### config.mk
export PLATFORM = sky130hd
export DESIGN_NAME = space_vector_pwm_timing_unit_flat
export DESIGN_NICKNAME = d
export VERILOG_FILES = /design/src/hdl/svpwm_pkg.sv /design/src/hdl/svpwm_if.sv /design/src/hdl/svpwm_sector.sv /design/src/hdl/space_vector_pwm_timing_unit.sv /design/src/flat_wrapper.sv
export SDC_FILE = /design/constraint.sdc
export NUM_CORES = 2
export LEC_CHECK = 0
export BUFFER_PORTS_ARGS = -buffer_cell sky130_fd_sc_hd__buf_2
export CORE_UTILIZATION = 42
export CTS_CLUSTER_DIAMETER = 150
export DETAILED_ROUTE_END_ITERATION = 10
export GPL_TIMING_DRIVEN = 0
export MAX_ROUTING_LAYER = met4
export PLACE_DENSITY = 0.65
export SYNTH_ARGS = -nofsm -noshare
export SYNTH_HDL_FRONTEND = slang
export SYNTH_HIERARCHICAL = 1
export SYNTH_SLANG_ARGS = --single-unit
### constraint.sdc
create_clock -name clk -period 17.5 [get_ports clk]
set_clock_uncertainty 0.15 [all_clocks]
set_input_delay 0 -clock clk [delete_from_list [all_inputs] [get_ports clk]]
set_output_delay 0 -clock clk [all_outputs]
set_load 0.02 [all_outputs]
### src/hdl/svpwm_pkg.sv
// Shared types and constants for the space vector PWM timing unit.
// Depends on nothing; every other file refers to it by scoped names.
`default_nettype none

package svpwm_pkg;

	localparam int DATA_W = 16;
	localparam int MAG_W = 16;
	localparam int SEC_W = 3;

	// sqrt(3)/2 in Q0.15.
	localparam logic signed [DATA_W-1:0] SQRT3_HALF = 16'sd28378;

	localparam logic [DATA_W-1:0] PERIOD_RESET = 16'd4095;

	localparam logic [SEC_W-1:0] SECTOR_1 = 3'd1;
	localparam logic [SEC_W-1:0] SECTOR_2 = 3'd2;
	localparam logic [SEC_W-1:0] SECTOR_3 = 3'd3;
	localparam logic [SEC_W-1:0] SECTOR_4 = 3'd4;
	localparam logic [SEC_W-1:0] SECTOR_5 = 3'd5;
	localparam logic [SEC_W-1:0] SECTOR_6 = 3'd6;

	typedef struct packed {
		logic [SEC_W-1:0] sector;
		logic [MAG_W-1:0] m1;
		logic [MAG_W-1:0] m2;
	} sect_t;

endpackage

`default_nettype wire

### src/hdl/svpwm_if.sv
// Valid/ready channel interfaces for the input vector and the timing result.
// Depends on svpwm_pkg for field widths.
`default_nettype none

interface svpwm_in_if;
	logic                                  valid;
	logic                                  ready;
	logic signed [svpwm_pkg::DATA_W-1:0]   v_alpha;
	logic signed [svpwm_pkg::DATA_W-1:0]   v_beta;

	modport source (output valid, output v_alpha, output v_beta, input ready);
	modport sink   (input valid, input v_alpha, input v_beta, output ready);
endinterface

interface svpwm_out_if;
	logic                           valid;
	logic                           ready;
	logic [svpwm_pkg::SEC_W-1:0]    sector;
	logic [svpwm_pkg::DATA_W-1:0]   compare_a;
	logic [svpwm_pkg::DATA_W-1:0]   compare_b;
	logic [svpwm_pkg::DATA_W-1:0]   compare_c;
	logic                           overmodulated;

	modport source (output valid, output sector, output compare_a, output compare_b,
		output compare_c, output overmodulated, input ready);
	modport sink   (input valid, input sector, input compare_a, input compare_b,
		input compare_c, input overmodulated, output ready);
endinterface

`default_nettype wire

### src/hdl/svpwm_sector.sv
// Projection and sector decode: forms the two derived projections from the
// registered alpha product and beta, picks the sector and its two magnitudes.
// Depends on svpwm_pkg.
`default_nettype none

module svpwm_sector (
	input  wire logic signed [31:0]                  ka,
	input  wire logic signed [svpwm_pkg::DATA_W-1:0] b,
	output svpwm_pkg::sect_t                         sect
);

	logic signed [31:0] hb;
	logic signed [31:0] s2;
	logic signed [31:0] s3;
	logic signed [16:0] p1;
	logic signed [16:0] p2;
	logic signed [16:0] p3;
	logic signed [16:0] n1;
	logic signed [16:0] n2;
	logic signed [16:0] n3;

	assign hb = {{2{b[15]}}, b, 14'b0};
	assign s2 = ka - hb;
	assign s3 = 32'sd0 - hb - ka;

	// Dropping the low 15 bits of a two's complement value floors it.
	assign p1 = {b[15], b};
	assign p2 = s2[31:15];
	assign p3 = s3[31:15];
	assign n1 = 17'sd0 - p1;
	assign n2 = 17'sd0 - p2;
	assign n3 = 17'sd0 - p3;

	always_comb begin
		priority if (p3 > 17'sd0) begin
			priority if (p2 > 17'sd0) begin
				sect.sector = svpwm_pkg::SECTOR_5;
				sect.m1     = p2[15:0];
				sect.m2     = p3[15:0];
			end else if (p1 > 17'sd0) begin
				sect.sector = svpwm_pkg::SECTOR_3;
				sect.m1     = p3[15:0];
				sect.m2     = p1[15:0];
			end else begin
				sect.sector = svpwm_pkg::SECTOR_4;
				sect.m1     = n2[15:0];
				sect.m2     = n1[15:0];
			end
		end else if (p2 > 17'sd0) begin
			priority if (p1 > 17'sd0) begin
				sect.sector = svpwm_pkg::SECTOR_1;
				sect.m1     = p1[15:0];
				sect.m2     = p2[15:0];
			end else begin
				sect.sector = svpwm_pkg::SECTOR_6;
				sect.m1     = n1[15:0];
				sect.m2     = n3[15:0];
			end
		end else begin
			// The zero vector also lands here.
			sect.sector = svpwm_pkg::SECTOR_2;
			sect.m1     = n3[15:0];
			sect.m2     = n2[15:0];
		end
	end

endmodule

`default_nettype wire

### src/hdl/space_vector_pwm_timing_unit.sv
// Seven-segment space vector PWM timing unit, top level.
// An accepted input word is registered in turn by stage 1 to stage 5 and then by the output stage, which drives res.
// Throughput: one word per cycle; each pipeline stage advances unless the next is full.
// Reset clears all valid bits and loads the period register with 4095.
// Depends on svpwm_pkg, svpwm_in_if, svpwm_out_if and svpwm_sector.
`default_nettype none

module space_vector_pwm_timing_unit (
	input  wire logic                          clk,
	input  wire logic                          arst_n,
	input  wire logic                          cfg_wr_en,
	input  wire logic [svpwm_pkg::DATA_W-1:0]  cfg_wr_data,
	svpwm_in_if.sink                           vec,
	svpwm_out_if.source                        res
);

	localparam int T_W = 20;

	logic [svpwm_pkg::DATA_W-1:0] period_q;

	// Valid bits and stage enables.
	logic vld_s1, vld_s2, vld_s3, vld_s4, vld_s5, res_vld_q;
	logic rdy_s1, rdy_s2, rdy_s3, rdy_s4, rdy_s5, rdy_out;

	// Stage 1: alpha times sqrt(3)/2.
	logic signed [31:0]                  ka_c;
	logic signed [31:0]                  ka_s1;
	logic signed [svpwm_pkg::DATA_W-1:0] b_s1;

	// Stage 2: sector and magnitudes.
	svpwm_pkg::sect_t                    sect_c;
	svpwm_pkg::sect_t                    sect_s2;

	// Stage 3: active times.
	logic [31:0]                         prod1_c;
	logic [31:0]                         prod2_c;
	logic [16:0]                         w1_s3;
	logic [16:0]                         w2_s3;
	logic [svpwm_pkg::SEC_W-1:0]         sec_s3;

	// Stage 4: zero time and start time.
	logic signed [18:0]                  z_c;
	logic signed [17:0]                  t1_s4;
	logic [16:0]                         w1_s4;
	logic [16:0]                         w2_s4;
	logic                                ovm_s4;
	logic [svpwm_pkg::SEC_W-1:0]         sec_s4;

	// Stage 5: segment edges.
	logic signed [T_W-1:0]               t2_c;
	logic signed [T_W-1:0]               t1_s5;
	logic signed [T_W-1:0]               t2_s5;
	logic signed [T_W-1:0]               t3_s5;
	logic                                ovm_s5;
	logic [svpwm_pkg::SEC_W-1:0]         sec_s5;

	// Output stage.
	logic signed [T_W-1:0]               ca_c, cb_c, cc_c;
	logic [svpwm_pkg::SEC_W-1:0]         sector_q;
	logic [svpwm_pkg::DATA_W-1:0]        cmp_a_q, cmp_b_q, cmp_c_q;
	logic                                ovm_q;

	function automatic logic [svpwm_pkg::DATA_W-1:0] clamp_cmp(
		input logic signed [T_W-1:0]        t,
		input logic [svpwm_pkg::DATA_W-1:0] per
	);
		logic signed [T_W-1:0] per_s;
		per_s = $signed({{(T_W-svpwm_pkg::DATA_W){1'b0}}, per});
		if (t < 0)
			return '0;
		else if (t > per_s)
			return per;
		else
			return t[svpwm_pkg::DATA_W-1:0];
	endfunction

	always_ff @(posedge clk or negedge arst_n) begin
		if (!arst_n)
			period_q <= svpwm_pkg::PERIOD_RESET;
		else if (cfg_wr_en)
			period_q <= cfg_wr_data;
	end

	assign rdy_out = !res_vld_q || res.ready;
	assign rdy_s5  = !vld_s5 || rdy_out;
	assign rdy_s4  = !vld_s4 || rdy_s5;
	assign rdy_s3  = !vld_s3 || rdy_s4;
	assign rdy_s2  = !vld_s2 || rdy_s3;
	assign rdy_s1  = !vld_s1 || rdy_s2;
	assign vec.ready = rdy_s1;

	always_ff @(posedge clk or negedge arst_n) begin
		if (!arst_n) begin
			vld_s1    <= 1'b0;
			vld_s2    <= 1'b0;
			vld_s3    <= 1'b0;
			vld_s4    <= 1'b0;
			vld_s5    <= 1'b0;
			res_vld_q <= 1'b0;
		end else begin
			if (rdy_s1)  vld_s1    <= vec.valid;
			if (rdy_s2)  vld_s2    <= vld_s1;
			if (rdy_s3)  vld_s3    <= vld_s2;
			if (rdy_s4)  vld_s4    <= vld_s3;
			if (rdy_s5)  vld_s5    <= vld_s4;
			if (rdy_out) res_vld_q <= vld_s5;
		end
	end

	// Stage 1
	assign ka_c = vec.v_alpha * svpwm_pkg::SQRT3_HALF;

	always_ff @(posedge clk) begin
		if (rdy_s1 && vec.valid) begin
			ka_s1 <= ka_c;
			b_s1  <= vec.v_beta;
		end
	end

	// Stage 2
	svpwm_sector u_sector (
		.ka   (ka_s1),
		.b    (b_s1),
		.sect (sect_c)
	);

	always_ff @(posedge clk) begin
		if (rdy_s2 && vld_s1)
			sect_s2 <= sect_c;
	end

	// Stage 3: magnitudes are never negative, so dropping 15 bits is a floor.
	assign prod1_c = period_q * sect_s2.m1;
	assign prod2_c = period_q * sect_s2.m2;

	always_ff @(posedge clk) begin
		if (rdy_s3 && vld_s2) begin
			w1_s3  <= prod1_c[31:15];
			w2_s3  <= prod2_c[31:15];
			sec_s3 <= sect_s2.sector;
		end
	end

	// Stage 4
	assign z_c = $signed({3'b0, period_q}) - $signed({2'b0, w1_s3})
		- $signed({2'b0, w2_s3});

	always_ff @(posedge clk) begin
		if (rdy_s4 && vld_s3) begin
			t1_s4  <= z_c[18:1];
			w1_s4  <= w1_s3;
			w2_s4  <= w2_s3;
			ovm_s4 <= z_c[18];
			sec_s4 <= sec_s3;
		end
	end

	// Stage 5
	assign t2_c = T_W'(t1_s4) + $signed({3'b0, w1_s4});

	always_ff @(posedge clk) begin
		if (rdy_s5 && vld_s4) begin
			t1_s5  <= T_W'(t1_s4);
			t2_s5  <= t2_c;
			t3_s5  <= t2_c + $signed({3'b0, w2_s4});
			ovm_s5 <= ovm_s4;
			sec_s5 <= sec_s4;
		end
	end

	// Output stage: sector mapping, then clamp to 0..period.
	always_comb begin
		unique case (sec_s5)
			svpwm_pkg::SECTOR_1: begin ca_c = t3_s5; cb_c = t2_s5; cc_c = t1_s5; end
			svpwm_pkg::SECTOR_2: begin ca_c = t2_s5; cb_c = t3_s5; cc_c = t1_s5; end
			svpwm_pkg::SECTOR_3: begin ca_c = t1_s5; cb_c = t3_s5; cc_c = t2_s5; end
			svpwm_pkg::SECTOR_4: begin ca_c = t1_s5; cb_c = t2_s5; cc_c = t3_s5; end
			svpwm_pkg::SECTOR_5: begin ca_c = t2_s5; cb_c = t1_s5; cc_c = t3_s5; end
			default:             begin ca_c = t3_s5; cb_c = t1_s5; cc_c = t2_s5; end
		endcase
	end

	always_ff @(posedge clk) begin
		if (rdy_out && vld_s5) begin
			sector_q <= sec_s5;
			cmp_a_q  <= clamp_cmp(ca_c, period_q);
			cmp_b_q  <= clamp_cmp(cb_c, period_q);
			cmp_c_q  <= clamp_cmp(cc_c, period_q);
			ovm_q    <= ovm_s5;
		end
	end

	assign res.valid         = res_vld_q;
	assign res.sector        = sector_q;
	assign res.compare_a     = cmp_a_q;
	assign res.compare_b     = cmp_b_q;
	assign res.compare_c     = cmp_c_q;
	assign res.overmodulated = ovm_q;

`ifndef SYNTHESIS
	// A negative zero time puts the start edge below zero, so one compare clamps to 0.
	a_ovm_floor: assert property (@(posedge clk) disable iff (!arst_n)
		res.valid && res.overmodulated |->
		(res.compare_a == '0 || res.compare_b == '0 || res.compare_c == '0))
		else $error("overmodulated word without a compare at zero");

	// The sector decides which phase leads; clamping keeps that order.
	a_order_odd: assert property (@(posedge clk) disable iff (!arst_n)
		res.valid |->
		(res.sector == svpwm_pkg::SECTOR_1 && res.compare_a >= res.compare_b
			&& res.compare_b >= res.compare_c) ||
		(res.sector == svpwm_pkg::SECTOR_3 && res.compare_b >= res.compare_c
			&& res.compare_c >= res.compare_a) ||
		(res.sector == svpwm_pkg::SECTOR_5 && res.compare_c >= res.compare_a
			&& res.compare_a >= res.compare_b) ||
		res.sector == svpwm_pkg::SECTOR_2 || res.sector == svpwm_pkg::SECTOR_4 ||
		res.sector == svpwm_pkg::SECTOR_6)
		else $error("phase order does not match odd sector");

	a_order_even: assert property (@(posedge clk) disable iff (!arst_n)
		res.valid |->
		(res.sector == svpwm_pkg::SECTOR_2 && res.compare_b >= res.compare_a
			&& res.compare_a >= res.compare_c) ||
		(res.sector == svpwm_pkg::SECTOR_4 && res.compare_c >= res.compare_b
			&& res.compare_b >= res.compare_a) ||
		(res.sector == svpwm_pkg::SECTOR_6 && res.compare_a >= res.compare_c
			&& res.compare_c >= res.compare_b) ||
		res.sector == svpwm_pkg::SECTOR_1 || res.sector == svpwm_pkg::SECTOR_3 ||
		res.sector == svpwm_pkg::SECTOR_5)
		else $error("phase order does not match even sector");
`endif

endmodule

`default_nettype wire
### src/flat_wrapper.sv
// flat-port wrapper written by rule: the top's interface ports become plain ports
module space_vector_pwm_timing_unit_flat 
  (clk, arst_n, cfg_wr_en, cfg_wr_data, vec_valid, vec_v_alpha, vec_v_beta, vec_ready, res_valid, res_sector, res_compare_a, res_compare_b, res_compare_c, res_overmodulated, res_ready);
  svpwm_in_if vec_i ();
  svpwm_out_if res_i ();
  input  wire logic clk;
  input  wire logic arst_n;
  input  wire logic cfg_wr_en;
  input  wire logic [svpwm_pkg::DATA_W-1:0] cfg_wr_data;
  input wire logic [$bits(vec_i.valid)-1:0] vec_valid;
  input wire logic [$bits(vec_i.v_alpha)-1:0] vec_v_alpha;
  input wire logic [$bits(vec_i.v_beta)-1:0] vec_v_beta;
  output wire logic [$bits(vec_i.ready)-1:0] vec_ready;
  output wire logic [$bits(res_i.valid)-1:0] res_valid;
  output wire logic [$bits(res_i.sector)-1:0] res_sector;
  output wire logic [$bits(res_i.compare_a)-1:0] res_compare_a;
  output wire logic [$bits(res_i.compare_b)-1:0] res_compare_b;
  output wire logic [$bits(res_i.compare_c)-1:0] res_compare_c;
  output wire logic [$bits(res_i.overmodulated)-1:0] res_overmodulated;
  input wire logic [$bits(res_i.ready)-1:0] res_ready;
  assign vec_i.valid = vec_valid;
  assign vec_i.v_alpha = vec_v_alpha;
  assign vec_i.v_beta = vec_v_beta;
  assign vec_ready = vec_i.ready;
  assign res_valid = res_i.valid;
  assign res_sector = res_i.sector;
  assign res_compare_a = res_i.compare_a;
  assign res_compare_b = res_i.compare_b;
  assign res_compare_c = res_i.compare_c;
  assign res_overmodulated = res_i.overmodulated;
  assign res_i.ready = res_ready;
  space_vector_pwm_timing_unit u_core (.clk(clk), .arst_n(arst_n), .cfg_wr_en(cfg_wr_en), .cfg_wr_data(cfg_wr_data), .vec(vec_i), .res(res_i));
endmodule
==> results.txt <==
The number of port buffers is 106. The CTS clock-pin slew for the worst setup and hold paths came out at 0.06 ns. The share of the cycle needed by the critical path after routing is 48.5%. The type of origin of the critical path is a flop. The residual DRC count is 0. The global route total overflow came out at 0. Global routing used 2.77% of the available met3 tracks. The number of maximum-capacitance violations is 0.

The first global-routing pass estimated 191000 µm of wire. The register bit count reported by yosys is slightly above 300. The initial core utilization came out at 42.4%. The worst-path maximum fanout came out at 10. Leaving out fill and tap cells, the most frequent cells in the layout are inv_1, nand2_1, fa_1. In this run the cell area of the synthesized design comes to 42600 µm². The synthesized design spends more area on one cell type than any other, namely fa_1.

The HPWL after detailed placement is about 100000 µm. TritonCTS built the clock tree. The number of antenna violations at the first check in global routing is 3. The remaining antenna violation count after routing came out at 0. The number of DRC markers after the initial detailed-route iteration is 2583. The post-detailed-route wirelength per cell is 20.1 µm. The tree is rooted in a clkbuf_16. The number of distinct library cells after synthesis came out at 103.

The worst setup path is captured at a flop. The via count of the first global-routing pass came out at 34000. The final net count is 5790.

The flow ran to the end, and the final reports show no timing, DRC or antenna violations. At the worst endpoint, the arrival time is 8.68 ns. The die area is 103000 µm². For this run, the number of Yosys warnings is 6.

The number of clock buffers inserted by TritonCTS is 37. Summing the sequential cell areas from Yosys gives 21.5% of the chip area. The final-report max-slew violation count is 0. The number of primary I/O pins came out at 107. The overall track demand over capacity in global routing is roughly a quarter. met2 is the most crowded layer. The maximum number of pins on one net before global-route repair is 44. For the finished layout, the period the worst path requires is 8.49 ns. The final setup violation count came out at 0. The fraction of synthesized cell area taken by the top area cell type came out at ~24%.

Compared with the post-synthesis result, the final layout area differs by 10.5%. In the synthesized netlist, the number of instances is around 4500. In this run the cell area measured after placement is 44900 µm². In the post-synthesis netlist, the biggest area contributors are fa_1, edfxtp_1, ha_1, inv_1, nand2_1. The buffers inserted during post-CTS setup optimization is 0. The clock net in this run drives a total of slightly above 300 sinks. For the pin with the worst max-slew slack, the measured transition is 1.08 ns.

The met1 global-route usage is between 30% and 40%. The instance count after placement with tap cells included is 5975. The tightest slew margin relative to the limit is 26.0%.

The post-route netlist has under 10% of its cells at a drive strength greater than 1. The die is 320 µm tall. The number of vias in the routed layout is around 34000. The library cell used most frequently in the layout, excluding fill and tap cells, is inv_1. The die is between 300 and 400 µm wide. Summed over all layers, the routed wires come to 123000 µm.

The first detailed-routing pass ran for 6 iterations. The worst hold path belongs to the class in -> reg. The core outline area is 100000 µm². The final cell count without fillers is 6129. After detailed routing, the number of vias per cell comes to 5.47. Summing all non-filler instances in the final layout gives an area of around 47000 µm². Setup repair after global routing left no endpoint under its margin. The number of rows created at floorplan is 116. The insertion delay to the later sink of the worst-skew pair is ~0.6 ns.

The commonest register cell after synthesis is edfxtp_1. The maximum clock insertion buffer count came out at 3. The setup TNS is 0 ns.

The required time of the critical path is 17.69 ns. Dividing the synthesized area by the synthesized cell count gives 9.44 µm². The worst setup path is of the reg -> reg kind. The async set-reset flop share out of synthesis is 7.14%. The number of hold-slack violations in the final timing report came out at 0. On the final layout, the worst hold slack is 0.0271 ns. The met2 track utilization from global routing is 41.2%.

The number of flops mapped to enable cells by yosys came out at 286. The highest clock rate is ~0.12 GHz. The total number of H-tree levels is 2. The weighted congestion reported at the end of routability-driven placement is a little under 1.
per-stage QoR:
| stage | worst slack, ns | util, % |
|---|---|---|
| floorplan | 11.15 | - |
| global placement | 8.99 | 44.7 |
| detailed placement | 8.93 | 44.8 |
| CTS | 8.92 | 46.9 |
| global route | 8.71 | 46.9 |
| finish | 9.01 | 46.9 |
final cells by class:
cell class	count	area [µm²]
multi-input combinational	3261	29800
buffer	177	767
sequential	308	9150
clock buffer	40	958
tap	1357	1700
antenna	3	7.51
clock inverter	28	348
timing repair buffer	193	1440
fill	9596	53300
inverter	762	2860
cells in the mapped netlist (13+ instances only):
library cell,n
inv_1,762
o31ai_1,18
nand2_1,559
nor3_1,56
nand4_1,32
ha_1,485
xor2_1,56
a21o_1,71
o21ai_0,116
nor2b_1,25
nand3_1,55
o221ai_1,25
edfxtp_1,286
mux2i_1,32
xnor2_1,120
a211oi_1,34
or3_1,14
a22oi_1,37
o21a_1,37
a21oi_1,188
and3_1,25
o22ai_1,38
buf_2,16
a211oi_2,13
nand2b_1,28
a31oi_1,23
o21ai_1,15
o21bai_1,15
nor2_1,163
and2_1,250
clkbuf_1,142
o211ai_1,24
fa_1,512
registers in the layout (all words and copies together), names as in the netlist, 3 cells and up:
| register | count |
|---|---|
| u_core/t3_s5 | 20 |
| u_core/t2_s5 | 19 |
| u_core/t1_s5 | 18 |
| u_core/res.compare_c | 16 |
| u_core/sect_s2 | 35 |
| u_core/w1_s3 | 17 |
| u_core/res.sector | 3 |
| u_core/sec_s4 | 3 |
| u_core/w1_s4 | 17 |
| u_core/sec_s5 | 3 |
| u_core/w2_s4 | 17 |
| u_core/res.compare_b | 16 |
| u_core/t1_s4 | 18 |
| u_core/w2_s3 | 17 |
| u_core/period_q | 16 |
| u_core/ka_s1 | 31 |
| u_core/b_s1 | 16 |
| u_core/sec_s3 | 3 |
| u_core/res.compare_a | 16 |
per-layer routing:
| layer | wire (µm) | up-vias |
|---|---|---|
| li1 | - | 15500 |
| met1 | 51600 | 16600 |
| met2 | 58800 | 1181 |
| met3 | 7410 | 248 |
| met4 | 5550 | 0 |
| met5 | 0 | - |
what timing repair did:
| item | 4_1_cts | 5_1_grt |
|---|---|---|
| hold endpoints to repair | 72 | 0 |
| hold buffers | 83 | 0 |
| gates resized for setup | 0 | 0 |
cell families (layout without fill, tap and decap cells):
kind of cell               after synthesis  in the layout  synth area share [%]
and+or+nand+nor                       1271           1271                  14.3
adders and majority gates              997            997                  38.3
buffers and inverters                  939           1200                  8.52
AOI/OAI and AO/OA                      778            778                  12.8
DFF                                    308            308                  21.5
xor gates and xnor gates               176            176                  3.62
muxes                                   37             37                 0.885
other                                    1              5               0.00881
final timing paths:
| kind | start | endpoint | slack [ns] | cells past startpoint |
|---|---|---|---|---|
| max | u_core/period_q[11] | u_core/w1_s3[16] | 9.01 | 21 |
| min | cfg_wr_en | u_core/period_q[4] | 0.03 | 3 |
| max reg2reg | u_core/period_q[11] | u_core/w1_s3[16] | 9.01 | 21 |
| min reg2reg | u_core/sec_s3[0] | u_core/sec_s4[0] | 0.24 | 0 |
| max in group asynchronous | arst_n | u_core/vld_s4 | 15.49 | 4 |
| min in group asynchronous | arst_n | u_core/period_q[9] | 0.54 | 3 |
worst max-delay path, stage by stage (launching register included):
cell,delay (ns)
dfstp_2,0.57
clkbuf_1,0.54
clkbuf_1,0.87
nand2_1,0.19
fa_1,0.56
fa_1,0.52
fa_1,0.52
inv_1,0.06
fa_1,0.49
fa_1,0.49
inv_1,0.05
fa_1,0.52
inv_1,0.06
ha_1,0.31
nand2_1,0.06
o21ai_0,0.22
nor4b_1,0.83
and2_1,0.27
o21ai_1,0.13
and3_1,0.21
o211a_1,0.23
nor3_1,0.39
Power is not shown: default switching activity piles up to over one toggle a cycle in this logic, so the estimate is an artifact.
